## src/ealin_pkg.sv

```systemverilog
// Shared types, constants and arithmetic helpers of the encoder angle linearizer.
`default_nettype none

package ealin_pkg;

    localparam int ENCODER_COUNT = 16;
    localparam int JOINT_COUNT   = 21;
    localparam int WORDS_PER_ENC = 9;
    localparam int WORD_W        = 32;
    localparam int ENC_IDX_W     = 4;
    localparam int JOINT_W       = 5;
    localparam int ENC_AW        = (ENCODER_COUNT > 1) ? $clog2(ENCODER_COUNT) : 1;
    localparam int MAP_SIZE      = 16;

    // 3.3 in Q2.30, rounded down, and 0.67 in Q16.16.
    localparam logic [31:0]        VREF_Q30      = 32'd3543348019;
    localparam logic signed [31:0] DIP_RATIO_Q16 = 32'sd43909;

    localparam int QUEUE_DEPTH = 32;
    localparam int QUEUE_AW    = $clog2(QUEUE_DEPTH);
    localparam int QUEUE_CW    = $clog2(QUEUE_DEPTH + 1);

    typedef enum logic [0:0] {
        REQ_SAMPLE = 1'b0,
        REQ_WRITE  = 1'b1
    } t_req;

    typedef enum logic [3:0] {
        SEL_VOFS   = 4'd0,
        SEL_VSCALE = 4'd1,
        SEL_AOFS   = 4'd2,
        SEL_C0     = 4'd3,
        SEL_C1     = 4'd4,
        SEL_C2     = 4'd5,
        SEL_C3     = 4'd6,
        SEL_JMIN   = 4'd7,
        SEL_JMAX   = 4'd8
    } t_word_sel;

    // One calibration row; word select n sits at bits [32n +: 32].
    typedef struct packed {
        logic signed [31:0] jmax;
        logic signed [31:0] jmin;
        logic signed [31:0] c3;
        logic signed [31:0] c2;
        logic signed [31:0] c1;
        logic signed [31:0] c0;
        logic signed [31:0] aofs;
        logic signed [31:0] vscale;
        logic signed [31:0] vofs;
    } t_cal_row;

    typedef struct packed {
        logic                 valid;
        logic [ENC_IDX_W-1:0] enc;
    } t_ctl;

    typedef struct packed {
        logic                pip_en;
        logic                dip_en;
        logic [JOINT_W-1:0]  joint;
        logic signed [15:0]  pip_cd;
        logic                pip_clamped;
        logic signed [15:0]  dip_cd;
    } t_result_pair;

    localparam logic [JOINT_W-1:0] ENC_JOINT [MAP_SIZE] = '{
        5'd0, 5'd1, 5'd2, 5'd3, 5'd5, 5'd6, 5'd7, 5'd9,
        5'd10, 5'd11, 5'd13, 5'd14, 5'd15, 5'd17, 5'd18, 5'd19
    };
    localparam logic ENC_IS_PIP [MAP_SIZE] = '{
        1'b0, 1'b0, 1'b0, 1'b0, 1'b0, 1'b0, 1'b1, 1'b0,
        1'b0, 1'b1, 1'b0, 1'b0, 1'b1, 1'b0, 1'b0, 1'b1
    };

    function automatic logic [JOINT_W-1:0] joint_of(input logic [ENC_IDX_W-1:0] enc);
        return ENC_JOINT[enc];
    endfunction

    function automatic logic pip_emits(input logic [ENC_IDX_W-1:0] enc);
        return (int'(enc) < ENCODER_COUNT) && (int'(ENC_JOINT[enc]) < JOINT_COUNT);
    endfunction

    function automatic logic dip_emits(input logic [ENC_IDX_W-1:0] enc);
        return (int'(enc) < ENCODER_COUNT) && ENC_IS_PIP[enc]
            && (int'(ENC_JOINT[enc]) + 1 < JOINT_COUNT);
    endfunction

    function automatic logic signed [31:0] sat32(input logic signed [63:0] x);
        if (x > 64'sd2147483647) begin
            return 32'sh7FFF_FFFF;
        end else if (x < -64'sd2147483648) begin
            return 32'sh8000_0000;
        end
        return x[31:0];
    endfunction

    // Q16.16 product rescale: round half up, then saturate.
    function automatic logic signed [31:0] round_q16(input logic signed [63:0] p);
        logic signed [63:0] r;
        r = (p + 64'sd32768) >>> 16;
        return sat32(r);
    endfunction

    // Takes angle*100 in Q16.16 and divides by 65536 with truncation toward zero.
    function automatic logic signed [15:0] to_centideg(input logic signed [38:0] x);
        logic signed [38:0] y;
        logic signed [22:0] q;
        y = x + ((x < 39'sd0) ? 39'sd65535 : 39'sd0);
        q = 23'(y >>> 16);
        if (q > 23'sd32767) begin
            return 16'sh7FFF;
        end else if (q < -23'sd32768) begin
            return 16'sh8000;
        end
        return q[15:0];
    endfunction

endpackage

`default_nettype wire

```

## src/ealin_if.sv

```systemverilog
// Valid/ready channel interfaces for sample or table-write beats and for angle beats.
`default_nettype none


interface ealin_out_if;
    logic               valid;
    logic               ready;
    logic [4:0]         joint_index;
    logic signed [15:0] angle_centideg;
    logic               was_clamped;
    logic               last;

    modport source (
        output valid, joint_index, angle_centideg, was_clamped, last,
        input  ready
    );
    modport sink (
        input  valid, joint_index, angle_centideg, was_clamped, last,
        output ready
    );
endinterface

`default_nettype wire

```

## src/ealin_out_queue.sv

```systemverilog
// Result queue with slot reservation, and the output register that splits PIP and DIP beats.
`default_nettype none

module ealin_out_queue (
    input  wire logic                    i_clk,
    input  wire logic                    i_rst_n,
    input  wire logic                    i_reserve,
    input  wire logic                    i_push,
    input  wire ealin_pkg::t_result_pair i_pair,
    output      logic                    o_has_room,
    ealin_out_if.source                  o_out
);
    import ealin_pkg::*;

    t_result_pair          r_q [QUEUE_DEPTH];
    logic [QUEUE_AW:0]     r_wr_ptr, r_rd_ptr, n_rd_ptr;
    logic [QUEUE_CW-1:0]   r_reserved, n_reserved;
    logic                  r_out_valid, n_out_valid;
    logic [JOINT_W-1:0]    r_out_joint, n_out_joint;
    logic signed [15:0]    r_out_cd, n_out_cd;
    logic                  r_out_clamped, n_out_clamped;
    logic                  r_out_last, n_out_last;
    logic                  r_dip_pending, n_dip_pending;
    logic [JOINT_W-1:0]    r_dip_joint, n_dip_joint;
    logic signed [15:0]    r_dip_cd, n_dip_cd;

    t_result_pair          w_head;
    logic                  w_empty;
    logic                  w_load;
    logic                  w_pop;

    assign w_head  = r_q[r_rd_ptr[QUEUE_AW-1:0]];
    assign w_empty = (r_wr_ptr == r_rd_ptr);
    assign w_load  = !r_out_valid || o_out.ready;
    assign w_pop   = w_load && !r_dip_pending && !w_empty;

    // A slot is held from the accepted sample until its entry leaves the queue,
    // so results that are still in the datapath always find room.
    assign o_has_room = (int'(r_reserved) < QUEUE_DEPTH);

    always_comb begin
        n_rd_ptr      = r_rd_ptr;
        n_reserved    = r_reserved + QUEUE_CW'(i_reserve) - QUEUE_CW'(w_pop);
        n_out_valid   = r_out_valid;
        n_out_joint   = r_out_joint;
        n_out_cd      = r_out_cd;
        n_out_clamped = r_out_clamped;
        n_out_last    = r_out_last;
        n_dip_pending = r_dip_pending;
        n_dip_joint   = r_dip_joint;
        n_dip_cd      = r_dip_cd;
        if (w_load) begin
            priority if (r_dip_pending) begin
                n_out_valid   = 1'b1;
                n_out_joint   = r_dip_joint;
                n_out_cd      = r_dip_cd;
                n_out_clamped = 1'b0;
                n_out_last    = 1'b1;
                n_dip_pending = 1'b0;
            end else if (!w_empty) begin
                n_rd_ptr    = r_rd_ptr + 1'b1;
                n_out_valid = 1'b1;
                if (w_head.pip_en) begin
                    n_out_joint   = w_head.joint;
                    n_out_cd      = w_head.pip_cd;
                    n_out_clamped = w_head.pip_clamped;
                    n_out_last    = !w_head.dip_en;
                    n_dip_pending = w_head.dip_en;
                    n_dip_joint   = w_head.joint + 1'b1;
                    n_dip_cd      = w_head.dip_cd;
                end else begin
                    n_out_joint   = w_head.joint + 1'b1;
                    n_out_cd      = w_head.dip_cd;
                    n_out_clamped = 1'b0;
                    n_out_last    = 1'b1;
                end
            end else begin
                n_out_valid = 1'b0;
            end
        end
    end

    always_ff @(posedge i_clk) begin
        if (!i_rst_n) begin
            r_wr_ptr      <= '0;
            r_rd_ptr      <= '0;
            r_reserved    <= '0;
            r_out_valid   <= 1'b0;
            r_dip_pending <= 1'b0;
        end else begin
            if (i_push) begin
                r_wr_ptr <= r_wr_ptr + 1'b1;
            end
            r_rd_ptr      <= n_rd_ptr;
            r_reserved    <= n_reserved;
            r_out_valid   <= n_out_valid;
            r_dip_pending <= n_dip_pending;
        end
    end

    always_ff @(posedge i_clk) begin
        if (i_push) begin
            r_q[r_wr_ptr[QUEUE_AW-1:0]] <= i_pair;
        end
        r_out_joint   <= n_out_joint;
        r_out_cd      <= n_out_cd;
        r_out_clamped <= n_out_clamped;
        r_out_last    <= n_out_last;
        r_dip_joint   <= n_dip_joint;
        r_dip_cd      <= n_dip_cd;
    end

    assign o_out.valid          = r_out_valid;
    assign o_out.joint_index    = r_out_joint;
    assign o_out.angle_centideg = r_out_cd;
    assign o_out.was_clamped    = r_out_clamped;
    assign o_out.last           = r_out_last;

endmodule

`default_nettype wire

```

## src/flat_wrapper.sv

```systemverilog
// flat-port wrapper written by rule: the top's interface ports become plain ports
module ealin_out_queue_flat import ealin_pkg::*;
  (i_clk, i_rst_n, i_reserve, i_push, i_pair, o_has_room, o_out_valid, o_out_joint_index, o_out_angle_centideg, o_out_was_clamped, o_out_last, o_out_ready);
  ealin_out_if o_out_i ();
  input  wire logic i_clk;
  input  wire logic i_rst_n;
  input  wire logic i_reserve;
  input  wire logic i_push;
  input  wire ealin_pkg::t_result_pair i_pair;
  output      logic o_has_room;
  output wire logic [$bits(o_out_i.valid)-1:0] o_out_valid;
  output wire logic [$bits(o_out_i.joint_index)-1:0] o_out_joint_index;
  output wire logic [$bits(o_out_i.angle_centideg)-1:0] o_out_angle_centideg;
  output wire logic [$bits(o_out_i.was_clamped)-1:0] o_out_was_clamped;
  output wire logic [$bits(o_out_i.last)-1:0] o_out_last;
  input wire logic [$bits(o_out_i.ready)-1:0] o_out_ready;
  assign o_out_valid = o_out_i.valid;
  assign o_out_joint_index = o_out_i.joint_index;
  assign o_out_angle_centideg = o_out_i.angle_centideg;
  assign o_out_was_clamped = o_out_i.was_clamped;
  assign o_out_last = o_out_i.last;
  assign o_out_i.ready = o_out_ready;
  ealin_out_queue u_core (.i_clk(i_clk), .i_rst_n(i_rst_n), .i_reserve(i_reserve), .i_push(i_push), .i_pair(i_pair), .o_has_room(o_has_room), .o_out(o_out_i));
endmodule
```

## config.mk

```make
export PLATFORM = sky130hd
export DESIGN_NAME = ealin_out_queue_flat
export DESIGN_NICKNAME = d
export VERILOG_FILES = /design/src/ealin_pkg.sv /design/src/ealin_if.sv /design/src/ealin_out_queue.sv /design/src/flat_wrapper.sv
export SDC_FILE = /design/constraint.sdc
export NUM_CORES = 1
export LEC_CHECK = 0
export BUFFER_PORTS_ARGS = -buffer_cell sky130_fd_sc_hd__buf_4
export CORE_UTILIZATION = 56
export DETAILED_ROUTE_END_ITERATION = 10
export GPL_TIMING_DRIVEN = 0
export PLACE_DENSITY = 0.71
export SETUP_SLACK_MARGIN = 0.3
export SLEW_MARGIN = 10
export SYNTH_ARGS = -nofsm -noshare
export SYNTH_HDL_FRONTEND = slang
export SYNTH_SLANG_ARGS = --single-unit
```

## constraint.sdc

```tcl
create_clock -name i_clk -period 3.45 [get_ports i_clk]
set_input_delay 0.345 -clock i_clk [delete_from_list [all_inputs] [get_ports i_clk]]
set_output_delay 0.345 -clock i_clk [all_outputs]
set_load 0.02 [all_outputs]
```

* Yosys cells after proc, flatten, opt, wreduce, memory -nomap -nowiden *
Memory sizes are Yosys's and may differ from the RTL's. A register that Yosys moved wholly into a read port is not among the register bits.
Cells that the tools add are included.

storage, ports and cells
  input bits = 45
  bits in latches = 0
  flip-flop bits (word level) = 64
  memories kept = 1
  logic and storage cells = 51
  RAM bits = 1280
  ROM bits = 0

operators by class
  mux-type cells = 19
  bitwise logic cells = 2
  shifts and indexed selects = 0
  reduce and logical (&&, ||, !) cells = 10
  div/mod/pow operators = 0
  multipliers = 0
  equality and inequality tests = 2
  $lt $le $gt $ge = 1
  add/sub/neg operators = 5

memory list
  name        words  bits a word  rd ports  clocked after Yosys merged registers in  write ports  RTL line               RTL
  u_core.r_q  32     40           1         1                                        1            ealin_out_queue.sv:15  t_result_pair r_q [QUEUE_DEPTH];

operators by type and width
  operator               count
  $mux W16               3
  $mux W5                5
  $add A6 B1 Y6 const B  2
  $mux W1                11
  $add A6 B1 Y6          1
  $eq A6 B6 Y1           1
  $lt A6 B6 Y1 const B   1
  $sub A6 B1 Y6          1
  $add A5 B1 Y5 const B  1
  $logic_not A1 Y1       4
  $reduce_and A4 Y1      1
  $reduce_and A3 Y1      1
  $logic_and A1 B1 Y1    2
  $ne A2 B1 Y1 const B   1
  $not A1 Y1             2
  $reduce_and A2 Y1      1
  $logic_or A1 B1 Y1     1

* Longest topological paths before layout *
  depth in word-level cells = 5
  depth in mapped cells = 14
  gate-level depth less buffers = 12

* Least setup slack after synthesis *
OpenSTA, ideal clock, no wires.

  path kind = register -> register
  start point = reg u_core.r_wr_ptr[2]
  end point = mem u_core.r_q[4][0] (netlist bit), enable pin
  data arrival time = 2.789 ns
  path buffers = 1
  path slack = 0.224 ns
  period minus slack after synthesis = 3.226 ns
  cell stages (with the launch flop) = 4
  cell sequence = dfxtp_1 -> clkbuf_1 -> or3b_2 -> nor2_1

RTL lines
  element                 RTL line               RTL
  from (decl)             ealin_out_queue.sv:16  logic [QUEUE_AW:0] r_wr_ptr, r_rd_ptr, n_rd_ptr;
  from (signal assigned)  ealin_out_queue.sv:92  r_wr_ptr <= r_wr_ptr + 1'b1;
  to (decl)               ealin_out_queue.sv:15

No word-level cell before the write port.

==> results.md <==
* Layout cell share with drive strength beyond 1 at 0.3299
* Slowest cell on the critical path: mux4_2
* CTS tree: done
* Worst setup SP type: register
* Latest clock arrival within the worst-skew pair at 740 ps
* Mapped Nets at 2274
* Vias in the first global route at 25914
* VDD IR-drop max at 0.4693 mV
* # setup viols final at 0
* Status: finished, final reports clean
* Number of max-cap violations at 0
* Layout Nets at 2574
* Hold_ws at 35.49 ps
* Worst-path maximum fanout at 10
* Die Height at 305.9 um
* CP Class: reg2reg
* Avg WL per Cell at 34.86 um
* Tmin final at 3240 ps
* Mapped cell area at 0.05173 mm^2
* Final HPWL DP at 83480 um
* Worst rel slew slack at 0.2395
* Iteration-0 DRC count of the detailed router at 4052
* Global-route wire length before repair at 187700 um
* CP cell instances: buf_8 > buf_12 > buf_6 > mux4_2 > mux4_2 > nand2_1 > nand2_1 > o21ai_0 > o21ai_1
* Max Fclk at 308.6 MHz
* Fin. Hold Viols at 0
* Post-Synth XOR/XNOR Area at 0.004063
* Main combinational cell family by area after synthesis: multiplexers
* DR pass1 iterations at 6
* Worst Hold Class: in2reg
* Root buffer cell: clkbuf_16
* Filler instances at 5513
* Synth Instances at 2216
* Gpl congestion at 0.8557
* Sequential share of the synthesized area at 0.7782
* Clock Tree Buf Depth at 3
* Ys Warns at 0
* Post-DP Area at 0.05549 mm^2
* DR vias/cell at 6.769
* Simple-gate share of the synthesized area at 0.01509
* Worst setup EP type: register
* Die area at 0.09360 mm^2
* Wirelength, routed at 132400 um
* Clock sink count at 1349
* Critical Path AT at 3650 ps
* Async S/R FF share, synth at 0
* RSZ-0062 raised after global routing: true
* CORE AREA at 0.09152 mm^2
* Die W at 305.9 um
* DRC errors left at 0
* Clock transition at path regs at 60 ps
* Mean Syn Cell Area at 23.34 um^2
* Largest net degree at the start of global routing at 33
* Max stage delay on crit path at 580 ps
* Top_reg_cell synth: edfxtp_1
* Initial antenna violation count at 3
* WP data required at 3860 ps
* H-tree depth at 4
* Antenna Diode Count at 0
* Finished Core Util at 0.6613
* Period utilization at 0.9392
* Area Overhead vs Synth at 16.99%
* Post-synth EDFFs at 1324
* GRT Overall Usage at 0.2896
* Pins Over Slew Limit at 0
* Count of cell types in the netlist at 55
* Num ports at 70
* Cell row count at 111
* Adder-Cell Fraction of Synth Area at 0.003289
* Via count at 25716
* Worst-Margin Slew at 1141 ps
* Leak at 18.94 nW
* Final Cell Area at 0.06052 mm^2
* Mux cell area share after synthesis at 0.1753
* Area of the multi-input gates at 0.01125 mm^2
* Synth Area in Compound Gates at 0.01163
* Pwr Density at 686.3 mW/mm^2
* Initial Utilization at 0.5652
* Clock skew at 31.69 ps
* ANT nets after route at 0
* Port-buffer cells at 68
* Reg area at 0.04026 mm^2
* GRT Residual Overflow at 0
* TritonCTS Buffers at 134
* #FFs+latches synth at 1349
[metrics by stage]
stage	setup TNS, ps	cells	power, mW	setup WS (ps)
6_report	0	3799	41.53	209.9
5_1_grt	0	3799	42.65	251.7
4_1_cts	0	3799	41.46	291.4
3_5_place_dp	-22580	3538	27.28	-686.7
3_3_place_gp	-2805030	3470	26.96	-2851
2_1_floorplan	0	2216	24.42	224.1
[synth_stat cells, types with 2 or more instances]
cell | number | area [um^2]
a21oi_1 | 8 | 40.04
a221o_1 | 5 | 50.05
a221oi_1 | 2 | 17.52
a31oi_1 | 2 | 12.51
a32oi_1 | 2 | 17.52
and2_1 | 17 | 106.4
buf_2 | 62 | 310.3
buf_4 | 9 | 67.56
buf_6 | 5 | 56.30
clkbuf_1 | 35 | 131.4
dfxtp_1 | 25 | 500.5
edfxtp_1 | 1324 | 39760
ha_1 | 12 | 150.1
inv_1 | 18 | 67.56
mux2_2 | 3 | 33.78
mux2i_1 | 41 | 410.4
mux4_2 | 383 | 8626
nand2_1 | 86 | 322.8
nand3_1 | 8 | 40.04
nand3b_1 | 2 | 15.01
nand4_1 | 4 | 25.02
nor2_1 | 40 | 150.1
nor2b_1 | 8 | 50.05
nor3_1 | 2 | 10.01
o21a_1 | 3 | 22.52
o21ai_0 | 50 | 250.2
o21ai_1 | 4 | 20.02
o21bai_1 | 2 | 15.01
o22ai_1 | 2 | 12.51
o31a_1 | 2 | 17.52
or2_2 | 2 | 12.51
or3_1 | 2 | 12.51
or3b_2 | 2 | 17.52
xnor2_1 | 14 | 122.6
xor2_1 | 10 | 87.58
[layer usage]
layer	vias to the layer above	track usage	wire length, um
met2	1804	0.4395	61620
met3	307	0.06408	14890
met4	4	0.1132	5143
met1	13597	0.4166	50760
li1	10004	-	-
met5	-	0	31
[placed cells by master, fill, tap and decap left out, types with 19 or more instances in the layout]
cell	count
buf_12	55
buf_16	19
buf_4	81
buf_6	33
buf_8	19
clkbuf_1	47
clkbuf_16	137
clkinv_1	28
dfxtp_1	24
dlygate4sd3_1	26
edfxtp_1	1324
mux2i_1	31
mux4_2	383
nand2_1	85
nor2_4	33
o21ai_0	41
[state kept, by name, summed over array words and instances (netlist names), 5 cells and up, named ones only]
signal                       flops
u_core.r_wr_ptr                  6
u_core.r_reserved                6
u_core.o_out.angle_centideg     16
u_core.o_out.joint_index         5
u_core.r_q                    1280
u_core.r_rd_ptr                  6
u_core.r_dip_cd                 16
u_core.r_dip_joint               5
[kinds of logic after synthesis]
family / count (synthesis)
adder cells (fa/ha/maj): 13
multiplexers: 427
XOR/XNOR: 24
buffers and inverters: 131
AO/OA/AOI/OAI: 96
AND/OR/NAND/NOR: 176
flip-flops: 1349
[final timing paths]
check	start	end	slack, ps	cells after the start
worst max-delay path	register	u_core.o_out.angle_centideg[8]	210	9
worst min-delay path	i_pair[13]	u_core.r_q[31][13]	40	1
worst max register to register	register	u_core.o_out.angle_centideg[8]	210	9
worst min register to register	u_core.r_wr_ptr[5]	u_core.r_wr_ptr[5]	540	2
[layout make-up]
class                      count  area share
buffer                       111     0.01753
clock buffer                 169     0.05863
clock inverter                64    0.009034
inverter                      20    0.001323
multi-input combinational    736      0.1859
sequential                  1349      0.6652
tap                         1186     0.02452
timing repair buffer         164     0.03783
[worst max-delay path, delay by kind of cell, from the launching register on]
kind	cells	cell delay, ps
buf+inv	3	590
compound gates	2	490
flops	1	340
simple gates	2	310
mux	2	1160
[power breakdown]
group	total, mW	internal, mW	switching (mW)
Combinational	9.02	4.21	4.81
Clock	13.8	7.82	6.00
Sequential	18.7	18.6	0.134
[what timing repair did]
item,4_1_cts,5_1_grt
endpoints found under the setup margin,65,40
setup buffers,2,0
gates resized for setup,174,41
hold endpoints to repair,374,0
pin swaps,4,3
hold buffers,26,0
Power figures use the tool's default switching activity.
